<file path="config.mk">
export PLATFORM = sky130hd
export DESIGN_NAME = dscms_ram
export DESIGN_NICKNAME = d
export VERILOG_FILES = /design/src/assert_macros.svh /design/src/dscms_ram.sv
export SDC_FILE = /design/constraint.sdc
export NUM_CORES = 1
export LEC_CHECK = 0
export BUFFER_PORTS_ARGS = -buffer_cell sky130_fd_sc_hd__buf_2
export CAP_MARGIN = 10
export CORE_MARGIN = 1
export CORE_UTILIZATION = 40
export CTS_CLUSTER_DIAMETER = 120
export DETAILED_ROUTE_END_ITERATION = 10
export GPL_TIMING_DRIVEN = 0
export PLACE_DENSITY = 0.67
export SLEW_MARGIN = 15
export SYNTH_ARGS = -nofsm -noshare
export SYNTH_HDL_FRONTEND = slang
export SYNTH_SLANG_ARGS = --single-unit
</file>
<file path="constraint.sdc">
create_clock -name i_clk -period 2 [get_ports i_clk]
set_input_delay 0.4 -clock i_clk [delete_from_list [all_inputs] [get_ports i_clk]]
set_output_delay 0.4 -clock i_clk [all_outputs]
set_load 0.02 [all_outputs]
</file>
<file path="src/assert_macros.svh">
// Assertion macros shared by the sketch RTL.
`ifndef ASSERT_MACROS_SVH
`define ASSERT_MACROS_SVH

// Same-cycle implication, disabled during reset.
`define ASSERT_IMP(label, clk, rst_n, ante, cons) \
    label: assert property (@(posedge clk) disable iff (!rst_n) (ante) |-> (cons)) \
        else $error("assertion failed: label");

// Next-cycle implication, disabled during reset.
`define ASSERT_NXT(label, clk, rst_n, ante, cons) \
    label: assert property (@(posedge clk) disable iff (!rst_n) (ante) |=> (cons)) \
        else $error("assertion failed: label");

`endif

</file>
<file path="src/dscms_ram.sv">
// Generic simple dual-port RAM with registered read.
`default_nettype none

module dscms_ram #(
    parameter int WIDTH = 8,
    parameter int DEPTH = 16
) (
    input  wire logic                     i_clk,
    input  wire logic                     i_we,
    input  wire logic [$clog2(DEPTH)-1:0] i_waddr,
    input  wire logic [WIDTH-1:0]         i_wdata,
    input  wire logic [$clog2(DEPTH)-1:0] i_raddr,
    output logic      [WIDTH-1:0]         o_rdata
);

    logic [WIDTH-1:0] r_mem [DEPTH];

    always_ff @(posedge i_clk) begin
        if (i_we) begin
            r_mem[i_waddr] <= i_wdata;
        end
        o_rdata <= r_mem[i_raddr];
    end

endmodule

`default_nettype wire

</file>
## Word-level counts from Yosys, hierarchy flattened

Memories as Yosys holds them, arrays and structs flattened. A register that Yosys moved wholly into a read port is not among the register bits.
Cells that the tools add are included.

- Flip-flop bits (word level): 0
- Output and inout port bits: 8
- Input port bits: 18
- RAM bits: 128
- Memories: 1

Memory list:

| memory | depth | width | rd ports | clocked after Yosys merged registers in | wr ports | line | RTL |
|---|---|---|---|---|---|---|---|
| r_mem | 16 | 8 | 1 | 1 | 1 | dscms_ram.sv:16 | `logic [WIDTH-1:0] r_mem [DEPTH];` |

- Multiplexer cells: 2

Operators with widths:

| operator | count |
|---|---|
| 2-to-1 mux 1 bit | 2 |

## Logic depth before layout (Yosys ltp)

Gate-level depths: netlist of the first run.

- Word-level depth: 2
- Gate-level depth with buffers: 5
- Gate-level depth less buffers: 3

## Least setup slack after synthesis of the first run

No wires, ideal clock.

- Kind: in2reg
- From: in i_waddr[2]
- To: mem r_mem[0][0] (enable)
- Buffers on the path: 0
- Path slack: 0.107 ns
- Stages: 2
- Arrival: 1.510 ns
- Library setup time: 0.383 ns
- Cells stage by stage: or3b_2 -> nor3_1

RTL lines:

| item | line | RTL |
|---|---|---|
| start, declared | dscms_ram.sv:10 | `input wire logic [$clog2(DEPTH)-1:0] i_waddr,` |
| end, declared | dscms_ram.sv:16 |  |

No word-level cell before the write port.

## Final worst setup path of the first run

- From: in i_waddr[2]
- To: mem r_mem[2][5] (enable)

No word-level cell before the write port.

==> results of run 1 <==
synth_stat cells:
cell	count	share of area [%]
a22oi_1	16	2.3
and2_1	1	0.12
and2b_1	1	0.15
buf_2	3	0.29
buf_4	1	0.15
buf_6	3	0.66
clkdlybuf4s25_2	3	0.58
dfxtp_1	8	3.1
edfxtp_1	128	75
mux4_1	14	7.1
mux4_2	18	7.9
nand2_1	9	0.66
nand2b_1	2	0.24
nand3_1	1	0.097
nand3b_1	2	0.29
nor2_1	13	0.95
nor2b_1	1	0.12
nor3_1	4	0.39
or3b_2	1	0.17
final timing paths:
path                                              from                     to  slack [ps]  cells after the start
worst min-delay path                        i_wdata[6]  r_mem[7][6]$_DFFE_PP_         380                      1
worst min register to register  r_mem[11][3]$_DFFE_PP_     o_rdata[3]$_DFF_P_         690                      3
worst max register to register   r_mem[5][0]$_DFFE_PP_     o_rdata[0]$_DFF_P_         530                      3
worst max-delay path                        i_waddr[2]  r_mem[2][5]$_DFFE_PP_         290                      3
layer usage:
metal / wire length, um / GRT usage [%] / up-vias
met2: 4307 / 22.91 / 91
met5: 0 / 0 / -
met4: 196 / 7.879 / 0
met1: 4399 / 23.61 / 1211
li1: - / - / 1057
met3: 745 / 4.812 / 15
report_power, final:
| part | leakage, nW | switching (W) | internal [W] | total [W] |
|---|---|---|---|---|
| logic | 0.520 | 0.000198 | 0.000127 | 0.000325 |
| registers | 1.22 | 0.0000134 | 0.00319 | 0.00320 |
| clock network | 0.283 | 0.00114 | 0.00194 | 0.00308 |
area by class of cell:
cell class | instances | area, um^2 | share of cell area [%]
flip-flops and latches | 136 | 4004 | 65.78
clock buffers | 18 | 429.2 | 7.050
multi-input cells | 83 | 1077 | 17.70
well taps | 172 | 215.2 | 3.535
repair buffers | 24 | 120.1 | 1.973
clock inverters | 13 | 155.1 | 2.549
plain buffers | 10 | 86.33 | 1.418
stage by stage:
stage | util [%] | setup TNS (ps)
after global routing | 48.43 | 0
after CTS | 48.35 | 0
after global placement | 43.62 | -7847
after detailed placement | 43.70 | -4888
final | 48.43 | 0
after floorplan | - | 0
cells by family after synthesis:
logic type             synth area share [%]
AO/OA/AOI/OAI                         2.334
flip-flops                            77.78
buffers and inverters                 1.677
multiplexers                          15.02
AND/OR/NAND/NOR                       3.184
critical path, stage by stage:
cell    delay [ps]
buf_2          120
or3b_2         540
nor2_1         680
state kept, by name, indices dropped and copies added (netlist names):
register	count
o_rdata	8
r_mem	128
==> flow_metrics.py, run 1 <==
metrics = {
    "outcome": {
        "status": "finished, final reports clean",
    },
    "timing": {
        "hold_viol_final": 0,
        "relSlewSlack_pct": 42.81,
        "setup_violations": 0,
        "fin_crit_sh_pct": 85.65,
        "fmax_ghz": 0.5838,
        "tightest_slew_ps": 854.7,
        "slew_viol_final": 0,
        "period_minus_slack_ps": 1713,
        "clock_skew_ps": 6.775,
        "hold-worst-slack_ps": 384.2,
        "rsz0062_at_grt": "no",
        "setup_slack_ps": 287.0,
    },
    "floorplan": {
        "initial_core_util_pct": 40.96,
        "io_pins": 26,
        "die-area_um2": 13330,
        "rows": 41,
        "die_w_um": 115.4,
        "dieHeight_um": 115.4,
        "core_area_um2": 12570,
    },
    "cells_and_area": {
        "final_common_cell": "edfxtp_1",
        "n_antenna_cell": 0,
        "stdcell_count": 456,
        "finish.instance_area_um2": 6087,
        "area_delta_synth_final_pct": 18.25,
        "drive_gt1_share_pct": 30.28,
        "fillers": 1013,
        "mostFrequentLayoutCells": "edfxtp_1 (128), buf_2 (27), mux4_2 (18)",
        "layout.nets": 290,
    },
    "place": {
        "port_buffers": 24,
        "gp_congestion": 0.6920,
        "placed_cell_area_um2": 5493,
        "dpl_worst_slack_ps": -184.4,
        "placed_cells": 425,
        "dpl.hpwl_um": 6009,
    },
    "clock_tree": {
        "cts.reportedPaths.clkPinSlew_ps": 60,
        "post-cts-setup-buffer-count": 0,
        "cts.path.max_buffers": 2,
        "h-tree-depth": 4,
        "ctsHoldBuffers": 0,
        "cts_resized": 0,
        "clock_latency_ps": 410,
        "cts_root_buffer": "clkbuf_16",
        "numClockSinks": 136,
        "cts_tree": "yes",
        "cts_buffers": 17,
    },
    "drt": {
        "antenna_left": 0,
        "route.detailed.drc": 0,
        "viasPerCell": 5.206,
        "wl_um": 9649,
        "num_vias": 2374,
        "drt_iter0_markers": 161,
        "wl_per_cell_um": 21.16,
        "first_pass_iters": 4,
    },
    "yosys": {
        "synth-seq-cells": 136,
        "syn_avg_cell_area_um2": 22.48,
        "ys_warn_count": 0,
        "synthCells": 229,
        "syn_nets": 247,
        "ys_seq_area_share_pct": 77.78,
        "netlist_area_um2": 5147,
        "yosysUniqueCellTypes": 19,
    },
    "pwr": {
        "finalPower_w": 0.006610,
        "irDropWorstVdd_uv": 666.5,
        "p_leak_nw": 2.027,
        "p_per_area_nw_per_um2": 1086,
    },
    "worst_setup_path": {
        "required_ps": 2030,
        "critical_path_arrival_ps": 1740,
        "path_class": "in2reg",
        "endpoint_kind": "flip-flop",
        "critPathLaunchType": "input pin",
        "path_max_fanout": 8,
    },
    "global_routing": {
        "overflow": 0,
        "grt_pass1_vias": 2441,
        "grt_max_degree": 17,
        "antenna_found_initial": 0,
        "gr-usage-all-layers_pct": 16.38,
        "grt_pass1_wl_um": 14780,
    },
    "job": {
        "max-cap-violations": 0,
    },
    "worst_hold_path": {
        "hp-class": "in2reg",
    },
}
No activity file was read; power rests on OpenSTA's default activity.
==> run 2, diff against run 1 <==
Clock period 2 ns to 1.5 ns, I/O delays scaled along.
==> flow_metrics.py, run 2 (synthesized netlist as in run 1, its figures left out) <==
metrics = {
    "outcome": {
        "status": "finished with violations",
        "violations": "setup timing",
    },
    "worst_setup_path": {
        "timing.rr.start": "r_mem[5][2]$_DFFE_PP_",
        "endpoint_kind": "flip-flop",
        "reg2reg_to": "o_rdata[2]$_DFF_P_",
        "reg2reg_depth": 3,
        "slowest_stage": "nor3_2",
        "path_buf_inv": 1,
        "critPathLaunchType": "input pin",
        "critical_path_arrival_ps": 1590,
        "path_class": "in2reg",
        "path_delay_family": "simple AND/OR/NAND/NOR gates",
        "required_ps": 1540,
        "startpoint": "i_waddr[2]",
        "path_max_fanout": 8,
        "crit_chain": "buf_2 -> or3b_2 -> nor3_2",
        "rrSetupSlack_ps": 110,
        "cpPeakStageDelay_ps": 630,
    },
    "cells_and_area": {
        "n_antenna_cell": 0,
        "fillers": 1011,
        "drive_gt1_share_pct": 30.53,
        "largest-register": "r_mem",
        "reg_top3": "r_mem x128, o_rdata x8",
        "layout.nets": 290,
        "largest_reg_flops": 128,
        "mostFrequentLayoutCells": "edfxtp_1 (128), buf_2 (27), mux4_2 (18)",
        "finish.instance_area_um2": 6163,
        "area_delta_synth_final_pct": 19.74,
        "final_core_util_pct": 49.04,
        "final_common_cell": "edfxtp_1",
    },
    "timing": {
        "fin_setup_tns_ps": -873.1,
        "fmax_ghz": 0.6436,
        "period_minus_slack_ps": 1554,
        "clock_skew_ps": 6.072,
        "setup_violations": 24,
        "rsz0062_at_grt": "yes",
        "relSlewSlack_pct": 46.21,
        "setup_slack_ps": -53.78,
        "fin_crit_sh_pct": 103.6,
        "hold_viol_final": 0,
        "slew_viol_final": 0,
        "tightest_slew_ps": 803.9,
    },
    "floorplan": {
        "io_pins": 26,
        "initial_core_util_pct": 40.96,
        "die_w_um": 115.4,
        "rows": 41,
        "dieHeight_um": 115.4,
        "die-area_um2": 13330,
        "core_area_um2": 12570,
    },
    "place": {
        "gp_congestion": 0.6980,
        "port_buffers": 24,
        "placed_cell_area_um2": 5493,
        "dpl.hpwl_um": 6030,
    },
    "clock_tree": {
        "post-cts-setup-buffer-count": 0,
        "ctsHoldBuffers": 0,
        "cts_tree": "yes",
        "cts_buffers": 17,
        "clock_latency_ps": 410,
        "h-tree-depth": 4,
        "cts_root_buffer": "clkbuf_16",
        "cts.path.max_buffers": 2,
        "numClockSinks": 136,
        "cts.reportedPaths.clkPinSlew_ps": 60,
    },
    "pwr": {
        "irDropWorstVdd_uv": 860.4,
        "finalPower_w": 0.009310,
        "p_per_area_nw_per_um2": 1511,
        "p_leak_nw": 2.066,
    },
    "global_routing": {
        "overflow": 0,
        "grt_pass1_wl_um": 14170,
        "grt_max_degree": 17,
        "gr-usage-all-layers_pct": 15.93,
        "grt_pass1_vias": 2340,
        "antenna_found_initial": 0,
    },
    "worst_hold_path": {
        "hold_depth": 1,
        "hp-class": "in2reg",
        "holdPathEnd": "r_mem[15][6]$_DFFE_PP_",
        "hold_path_startpoint": "i_wdata[6]",
    },
    "drt": {
        "viasPerCell": 5.162,
        "first_pass_iters": 4,
        "num_vias": 2359,
        "drt_iter0_markers": 184,
        "antenna_left": 0,
        "wl_um": 9603,
        "wl_per_cell_um": 21.01,
        "route.detailed.drc": 0,
    },
    "job": {
        "max-cap-violations": 0,
    },
}
-- run 2: cell types whose count changed in the layout (fill, tap and decap cells not counted), sizes merged --
cell      change
bufinv        +3
clkinvlp      -2
clkinv        +1
inv           -1
-- run 2: how the worst max path moves through the flow --
stage / slack [ps] / cells after the start / endpoint
after global routing: -100 / 3 / r_mem[0][7]$_DFFE_PP_
after floorplan: -70 / 2 / r_mem[3][0]$_DFFE_PP_
after CTS: -70 / 3 / r_mem[2][3]$_DFFE_PP_
final: -50 / 3 / r_mem[0][7]$_DFFE_PP_
after detailed placement: -510 / 3 / r_mem[2][1]$_DFFE_PP_
after global placement: -600 / 3 / r_mem[8][2]$_DFFE_PP_
-- run 2: layout make-up --
type / instances / area (um^2) / share of cell area, %
Sequential cell: 136 / 4004 / 64.96
Multi-Input combinational cell: 83 / 1080 / 17.52
Clock buffer: 18 / 429.2 / 6.963
Clock inverter: 14 / 229.0 / 3.715
Tap cell: 172 / 215.2 / 3.492
Timing Repair Buffer: 24 / 120.1 / 1.949
Buffer: 10 / 86.33 / 1.401
-- run 2: layer usage --
layer | routed length [um] | GRT usage, %
met4 | 93 | 6.753
met1 | 4323 | 22.05
met5 | 0 | 0
met2 | 4711 | 24.15
met3 | 475 | 4.079
-- run 2: worst register-to-register path: stages, from the launching register on --
cell and delay (ps):
edfxtp_1 360, mux4_1 560, a22oi_1 270, nand2_1 90
-- run 2: timing repair --
action,in CTS,in global routing
setup endpoints to repair,48,24
gates cloned,0,0
resized for setup,3,0
-- run 2: metrics by stage --
stage / setup WS [ps] / hold WS [ps] / cells
after floorplan: -66.15 / 398.9 / 229
after global placement: -595.3 / 658.1 / 425
after detailed placement: -509.6 / 668.4 / 425
after CTS: -65.28 / 270.9 / 457
after global routing: -101.3 / 284.0 / 457
final: -53.78 / 286.5 / 457
-- run 2: where the power goes --
group	internal [W]	switching, W	leakage (nW)
clock	0.00310	0.00151	0.323
combinational	0.000169	0.000261	0.520
sequential	0.00425	0.0000189	1.22
==> run 3, diff against run 2 <==
Settings changed: ABC_AREA set to 1, CORE_UTILIZATION 40 to 44, PLACE_DENSITY 0.67 to 0.72.
==> flow_metrics.py, run 3 <==
metrics = {
    "outcome": {
        "status": "finished, final reports clean",
    },
    "global_routing": {
        "globalRouteMet1Util_pct": 28.60,
        "busiest_layer": "met2",
        "grt_max_degree": 17,
        "use_met2_pct": 32.47,
        "gr-usage-all-layers_pct": 21.29,
        "use_met3_pct": 4.722,
        "grt_pass1_wl_um": 20030,
        "antenna_found_initial": 0,
        "grt_pass1_vias": 3662,
        "overflow": 0,
    },
    "yosys": {
        "synth_async_sr_flop_share_pct": 0,
        "ys_top_cells_by_count": "nand2_1 (173), edfxtp_1 (128), inv_1 (100)",
        "syn_nets": 569,
        "syn_avg_cell_area_um2": 10.47,
        "synthCells": 551,
        "ys_warn_count": 0,
        "netlist_area_um2": 5767,
        "yosysUniqueCellTypes": 12,
        "synth_compound_area_share_pct": 0,
        "post-synth-top-area-cell": "edfxtp_1",
        "synth-seq-cells": 136,
        "synth_enable_flop_cells": 128,
        "synth_top_family_by_area": "simple AND/OR/NAND/NOR gates",
        "synthAdderAreaFrac_pct": 0,
        "synthXorXnorAreaFrac_pct": 0,
        "muxShareOfSynthArea_pct": 0,
        "synth-simple-area-share_pct": 21.05,
        "synth_ff_type": "edfxtp_1",
        "ys_seq_area_share_pct": 69.43,
        "ys_top_cells_by_area": "edfxtp_1 (67%), nand2_1 (11%), nand3_1 (8.4%), inv_1 (6.5%), dfxtp_1 (2.8%)",
        "yosysMostFrequentCell": "nand2_1",
        "yosysTopAreaCellShare_pct": 66.65,
    },
    "place": {
        "dpl_worst_slack_ps": -325.9,
        "placed_cell_area_um2": 6092,
        "port_buffers": 22,
        "placed_cells": 745,
        "gp_congestion": 0.8913,
        "dpl.hpwl_um": 8486,
    },
    "clock_tree": {
        "cts.reportedPaths.clkPinSlew_ps": 50,
        "cts_tree": "yes",
        "numClockSinks": 136,
        "h-tree-depth": 4,
        "cts.path.max_buffers": 2,
        "clock_latency_ps": 410,
        "cts_buffers": 17,
        "post-cts-setup-buffer-count": 0,
        "cts_root_buffer": "clkbuf_16",
    },
    "drt": {
        "drt_iter0_markers": 522,
        "first_pass_iters": 6,
        "wl_um": 13270,
        "route.detailed.drc": 0,
        "num_vias": 3887,
        "viasPerCell": 5.003,
        "antenna_left": 0,
        "wl_per_cell_um": 17.08,
    },
    "timing": {
        "fin_crit_sh_pct": 98.76,
        "slew_viol_final": 0,
        "clock_skew_ps": 5.062,
        "tightest_slew_ps": 1012,
        "fmax_ghz": 0.6750,
        "setup_slack_ps": 18.54,
        "rsz0062_at_grt": "no",
        "relSlewSlack_pct": 32.32,
        "period_minus_slack_ps": 1481,
        "hold_viol_final": 0,
        "setup_violations": 0,
    },
    "worst_setup_path": {
        "endpoint": "r_mem[6][2]$_DFFE_PP_",
        "crit_chain": "buf_2 -> nand3b_1 -> nor2_1",
        "critical_path_arrival_ps": 1510,
        "endpoint_kind": "flip-flop",
        "critPathLaunchType": "input pin",
        "slowest_stage": "nor2_1",
        "reg2reg_to": "o_rdata[7]$_DFF_P_",
        "required_ps": 1530,
        "path_delay_family": "simple AND/OR/NAND/NOR gates",
        "rrSetupSlack_ps": 490,
        "cpPeakStageDelay_ps": 820,
        "path_buf_inv": 1,
        "path_class": "in2reg",
        "timing.rr.start": "r_mem[1][7]$_DFFE_PP_",
        "startpoint": "i_waddr[3]",
        "reg2reg_depth": 6,
        "critical_path_depth": 3,
        "path_max_fanout": 8,
    },
    "pwr": {
        "p_per_area_nw_per_um2": 1313,
        "p_leak_nw": 2.871,
        "finalPower_w": 0.008740,
        "irDropWorstVdd_uv": 718.9,
    },
    "cells_and_area": {
        "finish.instance_area_um2": 6656,
        "layout.nets": 610,
        "final_common_cell": "nand2_1",
        "drive_gt1_share_pct": 12.56,
        "n_antenna_cell": 0,
        "largest_reg_flops": 128,
        "reg_top3": "r_mem x128, o_rdata x8",
        "mostFrequentLayoutCells": "nand2_1 (173), edfxtp_1 (128), inv_1 (100)",
        "final_core_util_pct": 52.32,
        "stdcell_count": 777,
        "largest-register": "r_mem",
        "area_delta_synth_final_pct": 15.43,
    },
    "floorplan": {
        "die_w_um": 116.5,
        "dieHeight_um": 116.5,
        "rows": 41,
        "core_area_um2": 12720,
        "die-area_um2": 13570,
        "initial_core_util_pct": 45.33,
        "io_pins": 26,
    },
    "worst_hold_path": {
        "hp-class": "in2reg",
    },
    "job": {
        "max-cap-violations": 0,
    },
}
==> run 3: cell types whose count changed after synthesis, moves of 4 or more <==
cell / previous run / this run
nand2_1: 9 / 173
inv_1: 0 / 100
nand3_1: 1 / 97
mux4_2: 18 / 0
a22oi_1: 16 / 0
mux4_1: 14 / 0
buf_2: 3 / 13
nor2_1: 13 / 17
nor3_1: 4 / 0
==> run 3: cells by family (layout without fill, tap and decap cells) <==
group / count (synthesis) / after routing
simple gates: 289 / 289
flops: 136 / 136
buf+inv: 126 / 180
==> run 3: power by group <==
group          internal, W  switching (W)
Combinational     0.000164       0.000411
Clock              0.00241        0.00149
Sequential         0.00425      0.0000202
Total              0.00682        0.00192
==> run 3: what timing repair did <==
action                     in CTS  in global routing
hold buffers                    0                  0
setup endpoints to repair       0                  4
gates resized for setup         0                  1
==> run 3: per-stage QoR <==
step,hold WS (ps),TNS [ps]
final,304.6,0
after global placement,679.4,-17500
after floorplan,398.9,0
after CTS,294.9,0
after detailed placement,686.6,-20840
after global routing,311.3,0
==> run 3: layout make-up <==
| type | instances | area, um^2 |
|---|---|---|
| fillers | 1110 | 6066 |
| flip-flops and latches | 136 | 4004 |
| multi-input cells | 289 | 1216 |
| clock buffers | 17 | 425.4 |
| inverters | 102 | 382.9 |
| well taps | 172 | 215.2 |
| plain buffers | 24 | 166.4 |
| clock inverters | 15 | 136.4 |
| repair buffers | 22 | 110.1 |
==> run 3: worst min-delay path by stage <==
| stage | from | endpoint | slack, ps | cells after the start |
|---|---|---|---|---|
| global placement | r_mem[8][7]$_DFFE_PP_ | o_rdata[7]$_DFF_P_ | 680 | 6 |
| floorplan | i_wdata[0] | r_mem[0][0]$_DFFE_PP_ | 400 | 0 |
| CTS | i_wdata[2] | r_mem[13][2]$_DFFE_PP_ | 290 | 1 |
| detailed placement | r_mem[9][7]$_DFFE_PP_ | o_rdata[7]$_DFF_P_ | 690 | 6 |
| finish | i_wdata[2] | r_mem[1][2]$_DFFE_PP_ | 300 | 1 |
| global route | i_wdata[2] | r_mem[8][2]$_DFFE_PP_ | 310 | 1 |
==> run 3: layer usage <==
metal	wire (um)	up-vias
li1	-	1854
met1	5425	1776
met2	6049	226
met3	1368	31
met4	426	0
met5	0	-
